<file path="src/rtl/spq_pkg.sv">
// spq_pkg: shared types and constants for the sorted priority queue
// no dependencies; imported by spq_ctrl, spq_datapath, sorted_priority_queue and the testbench
package spq_pkg;

  localparam int PRIO_W    = 16;
  localparam int WORD_W    = 32;
  localparam int EXT_W     = 64;

  typedef enum logic [1:0] {
    OP_ENQ = 2'd0,
    OP_DEQ = 2'd1,
    OP_CHG = 2'd2,
    OP_NOP = 2'd3
  } op_t;

  typedef enum logic [1:0] {
    ST_OK    = 2'd0,
    ST_EMPTY = 2'd1,
    ST_FULL  = 2'd2
  } status_t;

  typedef enum logic {
    S_IDLE   = 1'b0,
    S_REPORT = 1'b1
  } state_t;

  // controller to datapath
  typedef struct packed {
    logic    load;
    logic    enq;
    logic    deq;
    logic    chg;
    status_t status;
  } cmd_t;

  // datapath to controller
  typedef struct packed {
    logic empty;
    logic full;
  } stat_t;

endpackage

</file>
<file path="src/rtl/spq_ctrl.sv">
// spq_ctrl: accept/report state machine, decodes the operation into datapath commands
// depends on spq_pkg
module spq_ctrl
  import spq_pkg::*;
(
  input  logic       clk,
  input  logic       rst_n,
  input  logic       start,
  input  logic [1:0] in_op,
  input  stat_t      stat,
  output cmd_t       cmd,
  output logic       busy,
  output logic       out_valid
);

  state_t state_r, state_nxt;

  always_ff @(posedge clk) begin
    if (!rst_n) begin
      state_r <= S_IDLE;
    end else begin
      state_r <= state_nxt;
    end
  end

  always_comb begin
    state_nxt  = state_r;
    cmd        = '0;
    cmd.status = ST_OK;
    busy       = 1'b0;
    out_valid  = 1'b0;
    case (state_r)
      S_IDLE: begin
        if (start) begin
          cmd.load  = 1'b1;
          state_nxt = S_REPORT;
          case (op_t'(in_op))
            OP_ENQ: begin
              if (stat.full) cmd.status = ST_FULL;
              else cmd.enq = 1'b1;
            end
            OP_DEQ: begin
              if (stat.empty) cmd.status = ST_EMPTY;
              else cmd.deq = 1'b1;
            end
            OP_CHG: begin
              cmd.chg = 1'b1;
            end
            default: begin
            end
          endcase
        end
      end
      S_REPORT: begin
        busy      = 1'b1;
        out_valid = 1'b1;
        state_nxt = S_IDLE;
      end
      default: begin
        state_nxt = S_IDLE;
      end
    endcase
  end

endmodule

</file>
<file path="src/rtl/spq_datapath.sv">
// spq_datapath: row of compare-and-shift cells, fill count and result registers
// depends on spq_pkg
module spq_datapath
  import spq_pkg::*;
#(
  parameter int CAPACITY   = 16,
  parameter int DATA_WIDTH = 32,
  parameter int CNT_W      = $clog2(CAPACITY + 1)
) (
  input  logic                     clk,
  input  logic                     rst_n,
  input  cmd_t                     cmd,
  input  logic [WORD_W-1:0]        in_data,
  input  logic signed [PRIO_W-1:0] in_priority_req,
  input  logic signed [PRIO_W-1:0] in_amount,
  output stat_t                    stat,
  output logic [WORD_W-1:0]        out_data,
  output logic signed [PRIO_W-1:0] out_priority,
  output logic [WORD_W-1:0]        out_head_data,
  output logic signed [PRIO_W-1:0] out_head_priority,
  output logic [CNT_W-1:0]         out_count,
  output logic [1:0]               out_status
);

  logic [DATA_WIDTH-1:0]    cell_data_r [CAPACITY];
  logic signed [PRIO_W-1:0] cell_prio_r [CAPACITY];
  logic [CNT_W-1:0]         fill_r, fill_nxt;
  logic [DATA_WIDTH-1:0]    res_data_r, res_data_nxt;
  logic signed [PRIO_W-1:0] res_prio_r, res_prio_nxt;
  status_t                  status_r, status_nxt;

  logic [CAPACITY-1:0]      le;
  logic [EXT_W-1:0]         in_ext, res_ext, head_ext;
  logic [DATA_WIDTH-1:0]    new_data;

  assign in_ext   = EXT_W'(in_data);
  assign new_data = in_ext[DATA_WIDTH-1:0];

  assign stat.empty = (fill_r == '0);
  assign stat.full  = (fill_r == CNT_W'(CAPACITY));

  for (genvar i = 0; i < CAPACITY; i++) begin : g_cell
    logic [DATA_WIDTH-1:0]    data_nxt;
    logic signed [PRIO_W-1:0] prio_nxt;
    logic signed [PRIO_W:0]   sum;
    logic signed [PRIO_W-1:0] sat;

    // held entry that stays in front of the new one
    assign le[i] = (fill_r > CNT_W'(i)) && (cell_prio_r[i] <= in_priority_req);

    assign sum = {cell_prio_r[i][PRIO_W-1], cell_prio_r[i]}
               + {in_amount[PRIO_W-1], in_amount};
    assign sat = (sum[PRIO_W] != sum[PRIO_W-1])
               ? (sum[PRIO_W] ? {1'b1, {(PRIO_W-1){1'b0}}} : {1'b0, {(PRIO_W-1){1'b1}}})
               : sum[PRIO_W-1:0];

    always_comb begin
      data_nxt = cell_data_r[i];
      prio_nxt = cell_prio_r[i];
      if (cmd.enq) begin
        if (!le[i]) begin
          if (i == 0) begin
            data_nxt = new_data;
            prio_nxt = in_priority_req;
          end else if (le[(i == 0) ? 0 : i - 1]) begin
            data_nxt = new_data;
            prio_nxt = in_priority_req;
          end else begin
            data_nxt = cell_data_r[(i == 0) ? 0 : i - 1];
            prio_nxt = cell_prio_r[(i == 0) ? 0 : i - 1];
          end
        end
      end else if (cmd.deq) begin
        if (i < CAPACITY - 1) begin
          data_nxt = cell_data_r[(i < CAPACITY - 1) ? i + 1 : i];
          prio_nxt = cell_prio_r[(i < CAPACITY - 1) ? i + 1 : i];
        end
      end else if (cmd.chg) begin
        prio_nxt = sat;
      end
    end

    always_ff @(posedge clk) begin
      cell_data_r[i] <= data_nxt;
      cell_prio_r[i] <= prio_nxt;
    end
  end

  always_comb begin
    fill_nxt     = fill_r;
    res_data_nxt = res_data_r;
    res_prio_nxt = res_prio_r;
    status_nxt   = status_r;
    if (cmd.enq) fill_nxt = fill_r + 1'b1;
    if (cmd.deq) fill_nxt = fill_r - 1'b1;
    if (cmd.load) begin
      res_data_nxt = cmd.deq ? cell_data_r[0] : '0;
      res_prio_nxt = cmd.deq ? cell_prio_r[0] : '0;
      status_nxt   = cmd.status;
    end
  end

  always_ff @(posedge clk) begin
    if (!rst_n) begin
      fill_r <= '0;
    end else begin
      fill_r <= fill_nxt;
    end
  end

  always_ff @(posedge clk) begin
    res_data_r <= res_data_nxt;
    res_prio_r <= res_prio_nxt;
    status_r   <= status_nxt;
  end

  assign res_ext  = EXT_W'(res_data_r);
  assign head_ext = stat.empty ? '0 : EXT_W'(cell_data_r[0]);

  assign out_data          = res_ext[WORD_W-1:0];
  assign out_priority      = res_prio_r;
  assign out_head_data     = head_ext[WORD_W-1:0];
  assign out_head_priority = stat.empty ? '0 : cell_prio_r[0];
  assign out_count         = fill_r;
  assign out_status        = status_r;

endmodule

</file>
<file path="src/rtl/sorted_priority_queue.sv">
// sorted_priority_queue: bounded priority queue kept sorted in a row of shift cells
// the result word strobes on out_valid in the cycle after start is taken
// a new word waits out the controller's report state for the last one; busy is high during it
// every cell compares, shifts or adds in the accept cycle, whatever the queue depth
// reset (rst_n low, synchronous) empties the queue; cell contents stay undefined
// out_valid lasts one cycle and the receiver cannot stall it
module sorted_priority_queue
  import spq_pkg::*;
#(
  parameter int CAPACITY   = 16,
  parameter int DATA_WIDTH = 32
) (
  input  logic                          clk,
  input  logic                          rst_n,
  // command side
  input  logic                          start,
  output logic                          busy,
  input  logic [1:0]                    in_op,
  input  logic [WORD_W-1:0]             in_data,
  input  logic signed [PRIO_W-1:0]      in_priority_req,
  input  logic signed [PRIO_W-1:0]      in_amount,
  // result side
  output logic                          out_valid,
  output logic [WORD_W-1:0]             out_data,
  output logic signed [PRIO_W-1:0]      out_priority,
  output logic [WORD_W-1:0]             out_head_data,
  output logic signed [PRIO_W-1:0]      out_head_priority,
  output logic [$clog2(CAPACITY+1)-1:0] out_count,
  output logic [1:0]                    out_status
);

  // fill count has to hold the value CAPACITY itself
  localparam int CNT_W = $clog2(CAPACITY + 1);

  // commands go out in the accept cycle; full/empty come back from the fill count
  cmd_t  cmd;
  stat_t stat;

  // controller: idle waits for start, report shows the word for one cycle
  spq_ctrl u_ctrl (
    .clk       (clk),
    .rst_n     (rst_n),
    .start     (start),
    .in_op     (in_op),
    .stat      (stat),
    .cmd       (cmd),
    .busy      (busy),
    .out_valid (out_valid)
  );

  // datapath: enqueue inserts behind every entry with priority <= the new one,
  // dequeue shifts everything toward the head, change adds with saturation
  spq_datapath #(
    .CAPACITY   (CAPACITY),
    .DATA_WIDTH (DATA_WIDTH),
    .CNT_W      (CNT_W)
  ) u_dp (
    .clk               (clk),
    .rst_n             (rst_n),
    .cmd               (cmd),
    .in_data           (in_data),
    .in_priority_req   (in_priority_req),
    .in_amount         (in_amount),
    .stat              (stat),
    .out_data          (out_data),
    .out_priority      (out_priority),
    .out_head_data     (out_head_data),
    .out_head_priority (out_head_priority),
    .out_count         (out_count),
    .out_status        (out_status)
  );

endmodule

</file>
<file path="config.mk">
export PLATFORM = sky130hd
export DESIGN_NAME = sorted_priority_queue
export DESIGN_NICKNAME = d
export VERILOG_FILES = /design/src/rtl/spq_pkg.sv /design/src/rtl/spq_ctrl.sv /design/src/rtl/spq_datapath.sv /design/src/rtl/sorted_priority_queue.sv
export SDC_FILE = /design/constraint.sdc
export NUM_CORES = 2
export LEC_CHECK = 0
export BUFFER_PORTS_ARGS = -buffer_cell sky130_fd_sc_hd__buf_4
export CORE_ASPECT_RATIO = 0.9
export CORE_MARGIN = 2
export CORE_UTILIZATION = 45
export CTS_CLUSTER_DIAMETER = 40
export CTS_CLUSTER_SIZE = 30
export DETAILED_ROUTE_END_ITERATION = 12
export PLACE_DENSITY = 0.61
export SETUP_SLACK_MARGIN = 0.05
export SYNTH_ARGS = -nofsm -noshare
export SYNTH_HDL_FRONTEND = slang
export SYNTH_SLANG_ARGS = --single-unit
</file>
<file path="constraint.sdc">
create_clock -name clk -period 9.1 [get_ports clk]
set_input_delay 1.82 -clock clk [delete_from_list [all_inputs] [get_ports clk]]
set_output_delay 1.82 -clock clk [all_outputs]
set_load 0.05 [all_outputs]
</file>
==> metrics.txt <==
# TYPE chip_impl_metric gauge
chip_impl_info{name="worst-setup-path-type",value="input port to register"} 1
chip_impl_metric{name="start_util",unit="%"} 45.4
chip_impl_metric{name="number_of_global_route_vias_before_repair",unit=""} 49200
chip_impl_metric{name="detail_route.first_pass.iterations",unit=""} 6
chip_impl_metric{name="finalSetupViolations",unit=""} 0
chip_impl_metric{name="detailed_place_hpwl",unit="mm"} 148
chip_impl_metric{name="holdBufCountCts",unit=""} 0
chip_impl_metric{name="detail_route.drc_violations",unit=""} 0
chip_impl_metric{name="setup.reg_to_reg.worst_slack",unit="ns"} 4.68
chip_impl_metric{name="placed_area",unit="sq mm"} 0.0644
chip_impl_metric{name="yosysTopAreaCellShare",unit="%"} 40.0
chip_impl_metric{name="min_period_over_period",unit="%"} 64.3
chip_impl_metric{name="htree_num_levels",unit=""} 4
chip_impl_metric{name="die_height",unit="microns"} 355
chip_impl_info{name="end_kind",value="register"} 1
chip_impl_metric{name="design.core.area",unit="sq mm"} 0.135
chip_impl_metric{name="final.setup_skew",unit="ns"} 0.0670
chip_impl_info{name="reg2reg_from",value="u_dp.cell_prio_r[0][79]$_DFFE_PP_"} 1
chip_impl_metric{name="timing.setup.tns",unit="ns"} 0
chip_impl_info{name="origin_of_the_worst_setup_path",value="in_priority_req[13]"} 1
chip_impl_metric{name="final_design_area_no_fill",unit="sq mm"} 0.0695
chip_impl_metric{name="detailroute.via_count",unit=""} 52300
chip_impl_metric{name="power.total",unit="W"} 0.0148
chip_impl_metric{name="port_buffers",unit=""} 173
chip_impl_metric{name="floorplan.rows",unit=""} 128
chip_impl_metric{name="number_of_antenna_violations_at_the_first_check_in_global_routing",unit=""} 11
chip_impl_metric{name="final-hold-violation-count",unit=""} 0
chip_impl_metric{name="power.leakage",unit="nW"} 27.4
chip_impl_metric{name="postSynth.asyncResetShare",unit="%"} 0
chip_impl_metric{name="postRouteAntennaNets",unit=""} 0
chip_impl_metric{name="synth-edff-count",unit=""} 818
chip_impl_metric{name="maxSlewViolCount",unit=""} 0
chip_impl_info{name="cp_slowest_cell",value="nor2_4"} 1
chip_impl_metric{name="yosysSeqAreaShare",unit="%"} 40.2
chip_impl_metric{name="ioPinCount",unit=""} 174
chip_impl_metric{name="drt-total-wl",unit="mm"} 220
chip_impl_metric{name="finalWorstPathRequiredPeriod",unit="ns"} 5.85
chip_impl_metric{name="final_layout_size_suffix_gt1_share",unit="%"} 10.8
chip_impl_metric{name="post_cts_resized",unit=""} 0
chip_impl_metric{name="worst_slew_pin_slew",unit="ns"} 1.23
chip_impl_metric{name="timing.fmax",unit="MHz"} 171
chip_impl_info{name="synth.cells.most_frequent",value="917 x nand2_1, 818 x edfxtp_1, 555 x mux2i_1, 517 x ha_1, 378 x o21ai_0"} 1
chip_impl_info{name="synthDominantAreaCellType",value="edfxtp_1"} 1
chip_impl_metric{name="worst-path-max-fanout",unit=""} 48
chip_impl_info{name="hold_class",value="register to register"} 1
chip_impl_info{name="path_cells",value="buf_4 > inv_1 > ha_1 > nand4_1 > or3_1 > o221a_2 > and4_1 > nor2_4 > buf_4 > nor2_1 > nor2_4"} 1
chip_impl_metric{name="clock_sinks",unit=""} 824
chip_impl_metric{name="max_clock_buf_depth",unit=""} 3
chip_impl_metric{name="synth.distinct_cells",unit=""} 101
chip_impl_metric{name="syn-num-nets",unit=""} 6793
chip_impl_metric{name="worstSkewPairLatency",unit="ns"} 0.82
chip_impl_metric{name="max_stage_delay",unit="ns"} 0.87
chip_impl_metric{name="synth.cell_area",unit="sq mm"} 0.0615
chip_impl_info{name="synth_area_leaders",value="edfxtp_1 40%, ha_1 11%, mux2i_1 9.0%"} 1
chip_impl_metric{name="maximum_number_of_pins_on_one_net_before_global_route_repair",unit=""} 275
chip_impl_metric{name="slew_headroom",unit="%"} 18.0
chip_impl_metric{name="cts_setup_buffers",unit=""} 0
chip_impl_metric{name="postSynthCellCount",unit=""} 6191
chip_impl_metric{name="vias_per_cell",unit=""} 6.39
chip_impl_info{name="worstHoldStart",value="u_dp.cell_data_r[0][71]$_DFFE_PP_"} 1
chip_impl_metric{name="cp.arrival",unit="ns"} 6.25
chip_impl_metric{name="power_density",unit="mW/mm^2"} 212
chip_impl_metric{name="synth-warning-count",unit=""} 0
chip_impl_metric{name="gp_congestion",unit=""} 0.959
chip_impl_metric{name="required",unit="ns"} 9.50
chip_impl_metric{name="maxCapViolCount",unit=""} 0
chip_impl_metric{name="filler_cell_count",unit=""} 12400
chip_impl_metric{name="area.growth.synth_to_final",unit="%"} 13.1
chip_impl_info{name="clock_tree_from_tritoncts",value="yes"} 1
chip_impl_info{name="grt_setup_unrepaired",value="no"} 1
chip_impl_metric{name="vdd_drop_max",unit="V"} 0.000137
chip_impl_metric{name="cts_buffers",unit=""} 143
chip_impl_metric{name="grtUsageTotal",unit="%"} 30.5
chip_impl_metric{name="ys_seq_elements",unit=""} 824
chip_impl_metric{name="first_iter_violations",unit=""} 6609
chip_impl_info{name="synthMostInstantiatedCell",value="nand2_1"} 1
chip_impl_info{name="ys.flop_type",value="edfxtp_1"} 1
chip_impl_metric{name="num-nets-final",unit=""} 6830
chip_impl_metric{name="grt_pass1_wl",unit="mm"} 323
chip_impl_info{name="crit_path_start_kind",value="input port"} 1
chip_impl_metric{name="synthesis.area_per_instance",unit="sq um"} 9.93
chip_impl_info{name="outcome",value="complete, no violations"} 1
chip_impl_metric{name="dr_wl_cell",unit="microns"} 26.9
chip_impl_metric{name="clk_pin_slew_worst_paths",unit="ns"} 0.06
chip_impl_metric{name="die_x",unit="microns"} 394
chip_impl_metric{name="fin_worst_hold_slack",unit="ns"} 0.514
chip_impl_metric{name="dieArea",unit="sq mm"} 0.140
chip_impl_metric{name="grt_overflow_total",unit=""} 0
chip_impl_info{name="clockRootBuffer",value="clkbuf_16"} 1
[registers in the layout (all words and copies together), names as in the netlist]
signal and cells:
u_dp.out_priority 16, u_dp.out_count 5, u_ctrl.state_r 1, u_dp.out_status 2
u_dp.cell_prio_r 256, u_dp.out_data 32, u_dp.cell_data_r 512
[power breakdown]
part           total [W]  switching, W  internal [W]  leakage [nW]
Clock            0.00567       0.00215       0.00351          2.40
Sequential       0.00514      0.000473       0.00467          7.61
Combinational    0.00394       0.00239       0.00155          17.4
[path summary, 6_finish.rpt]
check | cells after the start | end
setup / recovery | 11 | u_dp.cell_data_r[1][28]$_DFFE_PP_
setup reg to reg | 9 | u_dp.cell_data_r[1][28]$_DFFE_PP_
hold reg to reg | 2 | u_dp.cell_data_r[0][39]$_DFFE_PP_
hold / removal | 2 | u_dp.cell_data_r[0][39]$_DFFE_PP_
[per-stage QoR]
stage	setup slack, ns	std cells	util [%]
3_5_place_dp	2.40	7902	47.5
3_3_place_gp	2.50	7902	47.5
6_report	3.25	8180	51.3
5_1_grt	3.09	8172	51.3
4_1_cts	3.22	8168	51.3
2_1_floorplan	2.04	6191	-
[cells in the final DEF (no fill, tap or decap), types with 17 or more instances in the layout]
master / Yosys / routed
nand2_1: 917 / 914
edfxtp_1: 818 / 818
mux2i_1: 555 / 555
ha_1: 517 / 517
o21ai_0: 378 / 361
o21ai_1: 281 / 289
a21oi_1: 289 / 286
buf_4: 34 / 252
nor2_1: 208 / 199
clkbuf_16: 0 / 144
inv_1: 135 / 134
a21o_1: 134 / 133
o211ai_1: 111 / 111
and2_1: 108 / 108
xnor2_1: 106 / 106
mux2_2: 98 / 98
nand3_1: 99 / 97
o2111ai_1: 95 / 95
xor2_1: 70 / 70
nand4_1: 67 / 67
nor2b_1: 64 / 64
a22oi_1: 61 / 61
nor3_1: 60 / 60
o21a_1: 57 / 57
nand2b_1: 47 / 47
mux2_1: 43 / 43
o21bai_1: 36 / 36
or3_1: 34 / 34
o221ai_1: 31 / 30
and3_1: 30 / 29
a211oi_1: 28 / 28
a211o_1: 26 / 26
a31oi_1: 26 / 25
clkinvlp_4: 0 / 19
bufinv_16: 0 / 19
clkinv_2: 0 / 17
[area by class of cell]
class                           count  area [sq um]  share of cell area [%]
Clock inverter                    107          1400                    2.02
Multi-Input combinational cell   4865         34900                    50.2
Inverter                          135           507                   0.729
Antenna cell                       11          27.5                  0.0396
Sequential cell                   824         24700                    35.5
Tap cell                         1820          2280                    3.28
Clock buffer                      159          3670                    5.28
Timing Repair Buffer              259          2030                    2.92
[per-layer routing]
metal  share of wire [%]  up-vias  global-route usage, %  wire length (microns)
met5                   0        -                      0                      0
met4                 3.4        0                   10.8                   7490
met3                  11      425                   7.65                  24700
met2                  41     2736                   43.0                  89600
met1                  45    25600                   45.0                  97900
li1                    -    23500                      -                      -
[critical path: cells and delay by family]
kind | cells | cell delay [ns]
simple gates | 6 | 1.96
buf+inv | 3 | 1.48
fa+ha+maj | 1 | 0.55
compound gates | 1 | 0.28
[kinds of logic (layout without fill, tap and decap cells)]
kind of cell	after synthesis	after routing	synth area share [%]
mux	696	696	11.6
simple gates	1712	1712	12.7
flops	824	824	40.2
buf+inv	502	660	3.58
xor+xnor	176	176	2.51
fa+ha+maj	534	534	11.1
other cells	0	11	0
compound gates	1747	1747	18.3
Note: power is estimated with default switching activity, not from simulation.
